===== src/rtl/core/modexp_pkg.sv =====
// ----------------------------------------------------------------------------
// modexp_pkg
// Shared widths and reset value for the modular exponentiation block.
// ----------------------------------------------------------------------------
package modexp_pkg;

	localparam int MOD_BITS = 31;
	localparam int EXP_BITS = 32;
	localparam int CNT_W    = $clog2(MOD_BITS);

	localparam logic [MOD_BITS-1:0] MODULUS_RESET = MOD_BITS'(1000000007);

endpackage


===== src/rtl/core/modexp_mulmod.sv =====
// ----------------------------------------------------------------------------
// modexp_mulmod
// Bit-serial modular multiplier: scans mul_b from its top bit, doubling and
// adding mul_a, and reduces the partial result below the modulus every cycle.
// ----------------------------------------------------------------------------
module modexp_mulmod (
	input  logic                          clk,
	input  logic                          arst_n,
	input  logic                          start,
	input  logic [modexp_pkg::MOD_BITS-1:0] mul_a,
	input  logic [modexp_pkg::MOD_BITS-1:0] mul_b,
	input  logic [modexp_pkg::MOD_BITS-1:0] modulus,
	output logic                          busy,
	output logic                          done,
	output logic [modexp_pkg::MOD_BITS-1:0] product
);
	import modexp_pkg::*;

	localparam int T_W = MOD_BITS + 2;

	logic                run_q;
	logic                done_q;
	logic [CNT_W-1:0]    cnt_q;
	logic [MOD_BITS-1:0] a_q;
	logic [MOD_BITS-1:0] b_q;
	logic [MOD_BITS-1:0] r_q;

	logic [T_W-1:0]      sum;
	logic [T_W:0]        diff1;
	logic [T_W:0]        diff2;
	logic [MOD_BITS-1:0] r_next;
	logic                last;

	// partial result stays below the modulus, so 2r + a is below 3m
	always_comb begin
		sum   = {1'b0, r_q, 1'b0} + (b_q[MOD_BITS-1] ? {2'b00, a_q} : T_W'(0));
		diff1 = {1'b0, sum} - {3'b000, modulus};
		diff2 = {1'b0, sum} - {2'b00, modulus, 1'b0};
		priority if (!diff2[T_W]) begin
			r_next = diff2[MOD_BITS-1:0];
		end else if (!diff1[T_W]) begin
			r_next = diff1[MOD_BITS-1:0];
		end else begin
			r_next = sum[MOD_BITS-1:0];
		end
	end

	assign last = (cnt_q == CNT_W'(MOD_BITS - 1));

	always_ff @(posedge clk or negedge arst_n) begin
		if (!arst_n) begin
			run_q  <= 1'b0;
			done_q <= 1'b0;
			cnt_q  <= '0;
		end else begin
			done_q <= run_q && last;
			if (start) begin
				run_q <= 1'b1;
				cnt_q <= '0;
			end else if (run_q) begin
				cnt_q <= cnt_q + CNT_W'(1);
				if (last) begin
					run_q <= 1'b0;
				end
			end
		end
	end

	always_ff @(posedge clk) begin
		if (start) begin
			a_q <= mul_a;
			b_q <= mul_b;
			r_q <= '0;
		end else if (run_q) begin
			r_q <= r_next;
			b_q <= {b_q[MOD_BITS-2:0], 1'b0};
		end
	end

	assign busy    = run_q;
	assign done    = done_q;
	assign product = r_q;

endmodule


===== src/rtl/core/modular_exponentiation.sv =====
// ----------------------------------------------------------------------------
// modular_exponentiation
// Computes base_value ^ exponent_value mod modulus by right-to-left binary
// square-and-multiply on a shared bit-serial modular multiplier.
// ----------------------------------------------------------------------------
// One item is handled at a time. Each modular product runs on the bit-serial
// multiplier, which shifts one bit of its second operand per cycle. An item
// costs one product to reduce the base, one per set exponent bit and one
// squaring per exponent bit below the highest set bit. Control visits the
// decision state once per exponent bit up to the highest set bit, besides
// the steps that accept the item and hand it to the output register. A zero
// exponent returns 1, and a modulus below 2 returns 0. The result waits in an
// output register, so the next item can be accepted meanwhile. A result that
// is still waiting there delays the next one.
// Write the modulus only while the block is idle.
module modular_exponentiation (
	input  logic                            clk,
	input  logic                            arst_n,
	input  logic                            cfg_write,
	input  logic [modexp_pkg::MOD_BITS-1:0] cfg_data,
	input  logic                            in_valid,
	output logic                            in_ready,
	input  logic [modexp_pkg::MOD_BITS-1:0] base_value,
	input  logic [modexp_pkg::EXP_BITS-1:0] exponent_value,
	output logic                            out_valid,
	input  logic                            out_ready,
	output logic [modexp_pkg::MOD_BITS-1:0] power_result
);
	import modexp_pkg::*;

	typedef enum logic [5:0] {
		ST_IDLE   = 6'b000001,
		ST_REDUCE = 6'b000010,
		ST_DECIDE = 6'b000100,
		ST_MUL    = 6'b001000,
		ST_SQR    = 6'b010000,
		ST_DONE   = 6'b100000
	} state_t;

	state_t              state_q;
	logic [MOD_BITS-1:0] modulus_q;
	logic [EXP_BITS-1:0] exp_q;
	logic [MOD_BITS-1:0] acc_q;
	logic [MOD_BITS-1:0] sq_q;
	logic [MOD_BITS-1:0] result_q;
	logic                out_valid_q;

	logic                accept;
	logic                mod_ok;
	logic                mul_start;
	logic [MOD_BITS-1:0] mul_a;
	logic [MOD_BITS-1:0] mul_b;
	logic                mul_busy;
	logic                mul_done;
	logic [MOD_BITS-1:0] mul_product;
	logic                out_free;

	assign in_ready = (state_q == ST_IDLE);
	assign accept   = in_valid && in_ready;
	assign mod_ok   = (modulus_q > MOD_BITS'(1));
	assign out_free = !out_valid_q || out_ready;

	always_comb begin
		mul_start = 1'b0;
		unique case (state_q)
			ST_IDLE:   mul_start = accept && mod_ok;
			ST_DECIDE: mul_start = (exp_q != '0);
			ST_MUL:    mul_start = mul_done && (exp_q[EXP_BITS-1:1] != '0);
			ST_REDUCE,
			ST_SQR,
			ST_DONE:   mul_start = 1'b0;
			default:   mul_start = 1'b0;
		endcase
	end

	// base reduction is 1 * base; a multiply takes the accumulator, else square
	always_comb begin
		priority if (state_q == ST_IDLE) begin
			mul_a = MOD_BITS'(1);
			mul_b = base_value;
		end else if (state_q == ST_DECIDE && exp_q[0]) begin
			mul_a = acc_q;
			mul_b = sq_q;
		end else begin
			mul_a = sq_q;
			mul_b = sq_q;
		end
	end

	modexp_mulmod u_mulmod (
		.clk     (clk),
		.arst_n  (arst_n),
		.start   (mul_start),
		.mul_a   (mul_a),
		.mul_b   (mul_b),
		.modulus (modulus_q),
		.busy    (mul_busy),
		.done    (mul_done),
		.product (mul_product)
	);

	always_ff @(posedge clk or negedge arst_n) begin
		if (!arst_n) begin
			state_q     <= ST_IDLE;
			modulus_q   <= MODULUS_RESET;
			out_valid_q <= 1'b0;
		end else begin
			if (cfg_write) begin
				modulus_q <= cfg_data;
			end
			if (out_valid_q && out_ready && state_q != ST_DONE) begin
				out_valid_q <= 1'b0;
			end
			unique case (state_q)
				ST_IDLE: begin
					if (accept) begin
						state_q <= mod_ok ? ST_REDUCE : ST_DONE;
					end
				end
				ST_REDUCE: begin
					if (mul_done) begin
						state_q <= ST_DECIDE;
					end
				end
				ST_DECIDE: begin
					if (exp_q == '0) begin
						state_q <= ST_DONE;
					end else if (exp_q[0]) begin
						state_q <= ST_MUL;
					end else begin
						state_q <= ST_SQR;
					end
				end
				ST_MUL: begin
					if (mul_done) begin
						state_q <= (exp_q[EXP_BITS-1:1] != '0) ? ST_SQR : ST_DONE;
					end
				end
				ST_SQR: begin
					if (mul_done) begin
						state_q <= ST_DECIDE;
					end
				end
				ST_DONE: begin
					// hold until the output register is free
					if (out_free) begin
						out_valid_q <= 1'b1;
						state_q     <= ST_IDLE;
					end
				end
				default: state_q <= ST_IDLE;
			endcase
		end
	end

	always_ff @(posedge clk) begin
		unique case (state_q)
			ST_IDLE: begin
				if (accept) begin
					exp_q <= exponent_value;
					acc_q <= '0;
				end
			end
			ST_REDUCE: begin
				if (mul_done) begin
					sq_q  <= mul_product;
					acc_q <= MOD_BITS'(1);
				end
			end
			ST_MUL: begin
				if (mul_done) begin
					acc_q <= mul_product;
				end
			end
			ST_SQR: begin
				if (mul_done) begin
					sq_q  <= mul_product;
					exp_q <= {1'b0, exp_q[EXP_BITS-1:1]};
				end
			end
			ST_DONE: begin
				if (out_free) begin
					result_q <= acc_q;
				end
			end
			ST_DECIDE: begin
			end
			default: begin
			end
		endcase
	end

	assign out_valid    = out_valid_q;
	assign power_result = result_q;

	// the multiplier is never running while a new item can be taken
	a_idle_mul: assert property (@(posedge clk) disable iff (!arst_n)
		in_ready |-> !mul_busy)
		else $error("multiplier busy while idle");

	// a product only completes in a state that consumes it
	a_done_use: assert property (@(posedge clk) disable iff (!arst_n)
		mul_done |-> (state_q == ST_REDUCE || state_q == ST_MUL || state_q == ST_SQR))
		else $error("multiplier result dropped");

	// every delivered result is reduced below a valid modulus
	a_reduced: assert property (@(posedge clk) disable iff (!arst_n)
		out_valid_q |-> (!mod_ok || result_q < modulus_q))
		else $error("result not reduced");

endmodule


===== config.mk =====
export PLATFORM = sky130hd
export DESIGN_NAME = modular_exponentiation
export DESIGN_NICKNAME = d
export VERILOG_FILES = /design/src/rtl/core/modexp_pkg.sv /design/src/rtl/core/modexp_mulmod.sv /design/src/rtl/core/modular_exponentiation.sv
export SDC_FILE = /design/constraint.sdc
export NUM_CORES = 1
export LEC_CHECK = 0
export ABC_AREA = 1
export BUFFER_PORTS_ARGS = -buffer_cell sky130_fd_sc_hd__buf_2
export CAP_MARGIN = 10
export CORE_MARGIN = 2
export CORE_UTILIZATION = 60
export DETAILED_ROUTE_END_ITERATION = 6
export PLACE_DENSITY = 0.8
export SETUP_SLACK_MARGIN = 0.3
export SLEW_MARGIN = 40
export SYNTH_ARGS = -nofsm -noshare
export SYNTH_HDL_FRONTEND = slang
export SYNTH_SLANG_ARGS = --single-unit

===== constraint.sdc =====
create_clock -name clk -period 8.1 [get_ports clk]
set_input_delay 0.81 -clock clk [delete_from_list [all_inputs] [get_ports clk]]
set_output_delay 0.81 -clock clk [all_outputs]
set_load 0.01 [all_outputs]

==> results.sh, run 1 <==
export IMPL_final_cell_mix="nand2_1, inv_1, nor2_1, edfxtp_1, o21ai_0"
export IMPL_syn_area_um2=17500
export IMPL_tns_ns=0
export IMPL_yosys_warnings=0
export IMPL_cts_root_buf="clkbuf_16"
export IMPL_setup_ws_ns=3.05
export IMPL_register_area_um2=7380
export IMPL_setup_viol=0
export IMPL_numPortBuffers=131
export IMPL_layout_cells_non_filler=2852
export IMPL_antenna_found_initial=0
export IMPL_async_flop_share=0.171
export IMPL_clk_pin_slew_ns=0.06
export IMPL_crit_required_ns=8.53
export IMPL_dp_slack_ns=3.18
export IMPL_ys_seq_area_frac=0.422
export IMPL_postCtsHoldBufs=0
export IMPL_die_w_um=175
export IMPL_die_area_um2=30600
export IMPL_finalCriticalPeriod_ns=5.05
export IMPL_cts_setup_buffers=0
export IMPL_clk_latency_ns=0.57
export IMPL_drt_first_iter_violations=1669
export IMPL_rsz0062_at_grt="false"
export IMPL_cts_tree="built"
export IMPL_hpwl_um=39200
export IMPL_gr_total_overflow=0
export IMPL_worst_pin_slew_ns=0.788
export IMPL_synthCells=2333
export IMPL_hold_viol=0
export IMPL_drv_cap=0
export IMPL_place_congestion=1.08
export IMPL_multiInputGateArea_um2=8530
export IMPL_die_height_um=175
export IMPL_worst_setup_path_start_kind="register"
export IMPL_drv_slew=0
export IMPL_synth_flop_cell="edfxtp_1"
export IMPL_grt_pass1_vias=15500
export IMPL_num_io_pins=132
export IMPL_final_core_util=0.680
export IMPL_synth_fp_nets=2529
export IMPL_initial_core_util=0.610
export IMPL_nNetsFinal=2642
export IMPL_grt_pass1_wl_um=80400
export IMPL_busiest_layer="met2"
export IMPL_finalClockSkew_ns=0.0400
export IMPL_arrival_ns=5.48
export IMPL_firstDrtPassIters=6
export IMPL_drc=0
export IMPL_met2_usage=0.532
export IMPL_slew_headroom=0.474
export IMPL_syn_area_per_cell_um2=7.51
export IMPL_setup_worst_path_class="register to register"
export IMPL_area_growth_pct=11.4
export IMPL_cts_sinks=263
export IMPL_ant_nets=0
export IMPL_drive_gt1_frac=0.105
export IMPL_htree_levels=1
export IMPL_clock_fmax_ghz=0.198
export IMPL_ys_seq_elements=263
export IMPL_synth_edf_count=187
export IMPL_nFillCells=2427
export IMPL_met3_usage=0.0405
export IMPL_cts_resized=0
export IMPL_core_area_um2=28700
export IMPL_endpoint_kind="register"
export IMPL_cts_buffers=28
export IMPL_wl_um=50300
export IMPL_yosysUniqueCellTypes=52
export IMPL_fin_crit_sh=0.624
export IMPL_diodes=0
export IMPL_status="complete, no violations"
export IMPL_wl_per_cell_um=17.6
export IMPL_post_drt_via_cell_ratio=5.67
export IMPL_final_common_cell="nand2_1"
export IMPL_placed_cells=2800
export IMPL_rows=62
export IMPL_grt_max_degree=98
export IMPL_path_max_fanout=33
export IMPL_hp_class="input pin to async pin"
export IMPL_grt_use_met1=0.458
export IMPL_clockBufferDepth=3
export IMPL_vias=16200
export IMPL_track_usage=0.331
## final timing paths
| kind | from | to | slack (ns) | cells after the start |
|---|---|---|---|---|
| worst max-delay path | u_mulmod.b_q[30] | u_mulmod.product[25] | 3.05 | 24 |
| max in group asynchronous | arst_n | u_mulmod.busy | 7.49 | 1 |
| worst min register to register | acc_q[12] | power_result[12] | 0.43 | 0 |
| min in group clk | acc_q[12] | power_result[12] | 0.43 | 0 |
| worst min-delay path | arst_n | modulus_q[10] | 0.22 | 1 |
| worst max register to register | u_mulmod.b_q[30] | u_mulmod.product[25] | 3.05 | 24 |
## Yosys cell counts (3+ instances only)
| library cell | instances | share of area |
|---|---|---|
| dfxtp_1 | 31 | 0.035 |
| nand3_2 | 5 | 0.0029 |
| dfrtp_1 | 28 | 0.040 |
| xnor2_1 | 22 | 0.011 |
| buf_6 | 4 | 0.0026 |
| or2_2 | 3 | 0.0011 |
| fa_1 | 3 | 0.0034 |
| clkbuf_1 | 37 | 0.0079 |
| buf_4 | 3 | 0.0013 |
| o21bai_1 | 15 | 0.0064 |
| and2_1 | 3 | 0.0011 |
| nand2_2 | 13 | 0.0046 |
| o21a_1 | 3 | 0.0013 |
| a21oi_1 | 145 | 0.041 |
| o21ai_0 | 148 | 0.042 |
| buf_1 | 3 | 0.00064 |
| a21boi_0 | 3 | 0.0013 |
| nor3_1 | 20 | 0.0057 |
| dfstp_2 | 17 | 0.026 |
| ha_1 | 94 | 0.067 |
| inv_1 | 344 | 0.074 |
| nor2_2 | 6 | 0.0021 |
| nand3b_1 | 8 | 0.0034 |
| nand2_1 | 633 | 0.14 |
| nand3_1 | 109 | 0.031 |
| nor2_1 | 260 | 0.056 |
| a21o_1 | 8 | 0.0034 |
| buf_2 | 12 | 0.0034 |
| edfxtp_1 | 187 | 0.32 |
| nor4_1 | 13 | 0.0046 |
| xor2_1 | 39 | 0.020 |
| nand4_1 | 51 | 0.018 |
| inv_2 | 7 | 0.0015 |
| a31oi_1 | 33 | 0.012 |
## worst max-delay path: stages, from the launching register on
cell	delay (ns)
edfxtp_1	0.59
buf_6	0.26
nand2_1	0.06
inv_1	0.04
ha_1	0.35
nand2_1	0.13
nand3_2	0.14
nand2_1	0.06
nand2_1	0.14
nand2_1	0.09
nand2_2	0.15
nand2_1	0.07
nand2_1	0.08
xor2_1	0.47
ha_1	0.38
a21oi_1	0.27
nand3_1	0.14
a21oi_1	0.18
nand2_2	0.10
nand2_4	0.23
nand3_4	0.41
inv_4	0.32
nand2_1	0.09
nand3_1	0.10
a21oi_1	0.06
## metal layers
metal	wire length [um]	share of wire	vias to the layer above
met5	0	0	-
met4	2240	0.045	0
met3	4060	0.081	114
met2	22300	0.44	735
met1	21700	0.43	7445
li1	-	-	7863
## flip-flops by register name, summed over array words and instances (netlist names)
signal	cells
u_mulmod.cnt_q	5
u_mulmod.b_q	31
u_mulmod.product	31
exp_q	32
u_mulmod.done	1
u_mulmod.busy	1
out_valid	1
state_q	6
modulus_q	31
u_mulmod.a_q	31
power_result	31
sq_q	31
acc_q	31
## cell type report
| cell class | instances | area share |
|---|---|---|
| Multi-Input combinational cell | 1655 | 0.437 |
| Sequential cell | 263 | 0.379 |
| Inverter | 353 | 0.0681 |
| Timing Repair Buffer | 145 | 0.0396 |
| Clock buffer | 35 | 0.0378 |
| Tap cell | 384 | 0.0246 |
| Clock inverter | 17 | 0.0142 |
## metrics by stage
step	hold slack [ns]	instance area, um^2
2_1_floorplan	0.421	17500
3_3_place_gp	0.426	18500
3_5_place_dp	0.427	18500
4_1_cts	0.230	19500
5_1_grt	0.269	19500
6_report	0.224	19500
## cells by family (layout without fill, tap and decap cells)
kind of cell / after synthesis / after routing / share of synthesized area
AND/OR/NAND/NOR: 1133 / 1133 / 0.272
multiplexers: 1 / 1 / 0.000643
buffers and inverters: 415 / 550 / 0.0936
flip-flops: 263 / 263 / 0.422
XOR/XNOR: 61 / 61 / 0.0305
adder cells (fa/ha/maj): 97 / 97 / 0.0706
AO/OA/AOI/OAI: 363 / 363 / 0.111
Power of run 1 is not shown: default switching activity piles up to over one toggle a cycle in this logic, so the estimate is an artifact.
==> inputs of run 2 (changes only) <==
Settings changed: ABC_AREA 1 to 0, CORE_UTILIZATION 60 to 55, PLACE_DENSITY 0.8 to 0.77.
Clock period 8.1 ns to 4.6 ns, I/O delays scaled along.
==> results.sh, run 2 <==
export IMPL_synth_xor_area_frac=0.0424
export IMPL_finalClockSkew_ns=0.0214
export IMPL_wl_per_cell_um=19.5
export IMPL_final_core_util=0.758
export IMPL_synth_top_family_by_area="compound AO/OA/AOI/OAI gates"
export IMPL_syn_area_per_cell_um2=9.72
export IMPL_setup_worst_path_class="register to register"
export IMPL_synth_top_area_cell="edfxtp_1"
export IMPL_synth_fp_nets=1832
export IMPL_yosys_warnings=0
export IMPL_hold_viol=0
export IMPL_arrival_ns=5.79
export IMPL_synth_flop_cell="edfxtp_1"
export IMPL_final_cell_mix="buf_4, nand2_1, edfxtp_1, buf_2, a21oi_1"
export IMPL_synth_area_leaders="edfxtp_1, ha_1, nand2_1"
export IMPL_drv_slew=0
export IMPL_die_w_um=174
export IMPL_clockBufferDepth=3
export IMPL_crit_required_ns=5.03
export IMPL_area_growth_pct=36.1
export IMPL_setup_ws_ns=-0.752
export IMPL_nFillCells=1902
export IMPL_register_area_um2=7380
export IMPL_yosys_area_share_simple=0.164
export IMPL_yosysTopAreaCellShare=0.353
export IMPL_die_height_um=174
export IMPL_synth_compound_area_frac=0.176
export IMPL_ys_seq_area_frac=0.464
export IMPL_fin_crit_sh=1.16
export IMPL_async_flop_share=0.171
export IMPL_antenna_found_initial=0
export IMPL_setup_viol=31
export IMPL_drv_cap=0
export IMPL_drt_first_iter_violations=1689
export IMPL_final_common_cell="buf_4"
export IMPL_core_area_um2=28500
export IMPL_crit_family="compound AO/OA/AOI/OAI gates"
export IMPL_endpoint_kind="register"
export IMPL_worst_setup_path_start_kind="register"
export IMPL_synth_most_common_cell="nand2_1"
export IMPL_gr_total_overflow=0
export IMPL_firstDrtPassIters=6
export IMPL_drc=0
export IMPL_clock_fmax_ghz=0.187
export IMPL_track_usage=0.307
export IMPL_path_max_fanout=8
export IMPL_rows=62
export IMPL_die_area_um2=30300
export IMPL_grt_pass1_wl_um=75000
export IMPL_initial_core_util=0.557
export IMPL_synth_area_mux_share=0.0400
export IMPL_cts_sinks=263
export IMPL_num_io_pins=132
export IMPL_slew_headroom=0.478
export IMPL_htree_levels=1
export IMPL_post_drt_via_cell_ratio=5.95
export IMPL_violations="setup timing"
export IMPL_regMostFlops="exp_q"
export IMPL_synth_fa_ha_area_frac=0.0777
export IMPL_clk_pin_slew_ns=0.07
export IMPL_grt_pass1_vias=14200
export IMPL_status="finished with violations"
export IMPL_finalCriticalPeriod_ns=5.35
export IMPL_cp_slowest_cell="edfxtp_1"
export IMPL_drive_gt1_frac=0.351
export IMPL_worst_pin_slew_ns=0.773
export IMPL_yosysUniqueCellTypes=78
export IMPL_synth_commonest_cells="nand2_1, edfxtp_1, a21oi_1"
export IMPL_synth_edf_count=187
export IMPL_cts_root_buf="clkbuf_16"
export IMPL_vias=14900
export IMPL_synthCells=1636
export IMPL_clk_latency_ns=0.58
export IMPL_diodes=0
export IMPL_cp_common_cell="buf_6"
export IMPL_wl_um=49000
export IMPL_ys_seq_elements=263
export IMPL_place_congestion=0.944
export IMPL_largest_reg_flops=32
export IMPL_slowest_delay_ns=0.44
export IMPL_grt_max_degree=118
export IMPL_syn_area_um2=15900
export IMPL_rsz0062_at_grt="true"
export IMPL_multiInputGateArea_um2=8800
export IMPL_cts_buffers=28
export IMPL_numPortBuffers=131
export IMPL_crit_buf_inv=7
export IMPL_hp_class="input pin to register"
export IMPL_hpwl_um=33400
export IMPL_nNetsFinal=2298
export IMPL_cts_tree="built"
export IMPL_ant_nets=0
[run 2: cell count changes after synthesis, moves of 21 or more]
cell / change
inv_1: -275
o21ai_0: -42
xnor2_1: +29
a21o_1: +21
nand4_1: -34
and2_1: +62
mux2_2: +41
nand3_1: -80
nand2_1: -391
nor2_1: -157
[run 2: kinds of logic after synthesis]
| logic type | after synthesis |
|---|---|
| simple gates | 556 |
| compound gates | 444 |
| flops | 263 |
| buf+inv | 141 |
| fa+ha+maj | 97 |
| xor+xnor | 77 |
| mux | 58 |
[run 2: routing by layer]
metal  vias up  GRT usage  routed length [um]
li1       6910          -                   -
met1      7099      0.443               20900
met2       734      0.487               22400
met3       168     0.0427                3930
met4         0     0.0858                1770
met5         -          0                   0
[run 2: worst paths after layout]
kind                                   from              endpoint  slack [ns]  cells after the start
setup reg to reg           u_mulmod.b_q[30]  u_mulmod.product[15]       -0.75                     28
max in group asynchronous            arst_n            state_q[5]        3.75                      2
hold reg to reg                   acc_q[18]      power_result[18]        0.45                      0
hold / removal                 cfg_data[13]         modulus_q[13]        0.08                      3
setup / recovery           u_mulmod.b_q[30]  u_mulmod.product[15]       -0.75                     28
min in group asynchronous            arst_n         modulus_q[30]        0.43                      2
[run 2: repair_timing]
item                       4_1_cts  5_1_grt
setup buffers                   40       17
cloned                           1        1
pin swaps                       51       66
gates resized for setup         75       80
hold endpoints to repair        28        0
setup endpoints to repair       31       31
hold buffers                     1        0
[run 2: worst min-delay path, stage by stage]
cell,delay (ns)
buf_2,0.07
nand2_1,0.04
o21ai_0,0.05
[run 2: stage by stage]
step / hold WS, ns / std cells / setup TNS (ns) / cell area [um^2] / worst slack (ns)
floorplan: 0.164 / 1636 / -1.28 / 16200 / -0.136
global placement: 0.430 / 2395 / -11.29 / 19500 / -0.552
detailed placement: 0.434 / 2396 / -15.09 / 19500 / -0.654
CTS: 0.0769 / 2490 / -11.80 / 21200 / -0.486
global route: 0.0832 / 2508 / -24.76 / 21600 / -0.901
finish: 0.0818 / 2508 / -20.44 / 21600 / -0.752
[run 2: cell type report]
type                    count  share of cell area
clock buffers              33              0.0332
clock inverters            19              0.0123
inverters                  70              0.0123
multi-input cells        1232               0.407
flip-flops and latches    263               0.341
well taps                 384              0.0222
repair buffers            507               0.172
Power of run 2 is left out for the same reason.
==> inputs of run 3 (changes only) <==
Settings changed: CTS_BUF_LIST set to sky130_fd_sc_hd__clkbuf_8 sky130_fd_sc_hd__clkbuf_16.
==> results.sh, run 3 (synthesized netlist as in run 2, its figures left out) <==
export IMPL_hp_class="input pin to register"
export IMPL_rrSetupSlack_ns=-0.75
export IMPL_hpwl_um=33400
export IMPL_endpoint_kind="register"
export IMPL_whs_ns=0.0843
export IMPL_cp_slowest_cell="edfxtp_1"
export IMPL_final_core_util=0.758
export IMPL_post_drt_via_cell_ratio=5.93
export IMPL_reg2reg_depth=28
export IMPL_setup_viol=31
export IMPL_clk_latency_ns=0.58
export IMPL_grt_pass1_vias=14200
export IMPL_grt_max_degree=118
export IMPL_drt_first_iter_violations=1692
export IMPL_num_io_pins=132
export IMPL_slowest_delay_ns=0.44
export IMPL_drv_cap=0
export IMPL_track_usage=0.307
export IMPL_arrival_ns=5.78
export IMPL_regMostFlops="exp_q"
export IMPL_rows=62
export IMPL_gr_total_overflow=0
export IMPL_htree_levels=1
export IMPL_min_path_cells=3
export IMPL_hold_start="cfg_data[12]"
export IMPL_hold_viol=0
export IMPL_initial_core_util=0.557
export IMPL_finalCriticalPeriod_ns=5.35
export IMPL_cts_sinks=263
export IMPL_setup_worst_path_class="register to register"
export IMPL_setup_ws_ns=-0.749
export IMPL_slew_headroom=0.478
export IMPL_diodes=0
export IMPL_violations="setup timing"
export IMPL_cts_root_buf="clkbuf_16"
export IMPL_core_area_um2=28500
export IMPL_cts_buffers=28
export IMPL_drive_gt1_frac=0.351
export IMPL_wl_um=48900
export IMPL_rr_endpoint="u_mulmod.product[15]"
export IMPL_finalClockSkew_ns=0.0198
export IMPL_nFillCells=1902
export IMPL_path_max_fanout=8
export IMPL_final_cell_mix="buf_4, nand2_1, edfxtp_1, buf_2, a21oi_1"
export IMPL_cts_tree="built"
export IMPL_drc=0
export IMPL_die_height_um=174
export IMPL_firstDrtPassIters=5
export IMPL_ant_nets=0
export IMPL_status="finished with violations"
export IMPL_holdPathEnd="modulus_q[12]"
export IMPL_clockBufferDepth=3
export IMPL_worst_setup_path_start_kind="register"
export IMPL_rsz0062_at_grt="true"
export IMPL_final_common_cell="buf_4"
export IMPL_largest_reg_flops=32
export IMPL_wl_per_cell_um=19.5
export IMPL_cp_common_cell="buf_6"
export IMPL_numPortBuffers=131
export IMPL_clock_fmax_ghz=0.187
export IMPL_die_w_um=174
export IMPL_fin_crit_sh=1.16
export IMPL_nNetsFinal=2298
export IMPL_antenna_found_initial=0
export IMPL_vias=14900
export IMPL_worst_pin_slew_ns=0.773
export IMPL_grt_pass1_wl_um=75000
export IMPL_place_congestion=0.944
export IMPL_die_area_um2=30300
export IMPL_drv_slew=0
export IMPL_area_growth_pct=36.1
export IMPL_reg2reg_from="u_mulmod.b_q[30]"
export IMPL_crit_required_ns=5.03
export IMPL_clk_pin_slew_ns=0.07
run 3: how the worst max path moves through the flow:
stage	start	endpoint	slack [ns]	cells after the start
6_report	u_mulmod.b_q[30]	u_mulmod.product[15]	-0.75	28
5_1_grt	u_mulmod.b_q[30]	u_mulmod.product[15]	-0.90	27
4_1_cts	u_mulmod.b_q[30]	u_mulmod.product[4]	-0.49	28
3_5_place_dp	u_mulmod.b_q[30]	u_mulmod.product[28]	-0.65	24
3_3_place_gp	u_mulmod.b_q[30]	u_mulmod.product[19]	-0.55	22
2_1_floorplan	u_mulmod.b_q[30]	u_mulmod.product[0]	-0.14	24
run 3: worst max-delay path, delay by kind of cell (launching register included):
family | cells | cell delay [ns]
adders and majority gates | 2 | 0.51
and+or+nand+nor | 7 | 1.39
buffers and inverters | 7 | 0.93
muxes | 1 | 0.29
AOI/OAI and AO/OA | 11 | 1.65
DFF | 1 | 0.44
run 3: layout make-up:
cell class / count / area, um^2 / area share
clock buffer: 28 / 701 / 0.0324
clock inverter: 24 / 284 / 0.0131
inverter: 70 / 265 / 0.0123
multi-input combinational: 1232 / 8800 / 0.407
sequential: 263 / 7380 / 0.341
tap: 384 / 480 / 0.0222
timing repair buffer: 507 / 3730 / 0.172
run 3: timing repair:
item	CTS	global route
hold endpoints to repair	28	0
resized for setup	75	80
hold buffers	1	0
pin swaps	51	66
buffers inserted	40	17
endpoints found under the setup margin	31	31
gates cloned	1	1
run 3: layer usage:
metal  part of all wire  vias up  routed length, um  track usage
li1                   -     6910                  -            -
met1               0.43     7065              20900        0.443
met2               0.46      716              22300        0.487
met3              0.081      169               3950       0.0427
met4              0.036        0               1740       0.0858
met5                  0        -                  0            0
run 3: metrics by stage:
stage | cells | TNS, ns | area, um^2 | setup slack, ns
floorplan | 1636 | -1.28 | 16200 | -0.136
global placement | 2395 | -11.29 | 19500 | -0.552
detailed placement | 2396 | -15.09 | 19500 | -0.654
CTS | 2490 | -11.79 | 21200 | -0.486
global route | 2508 | -24.75 | 21600 | -0.901
finish | 2508 | -20.27 | 21600 | -0.749
Power of run 3 is left out for the same reason.
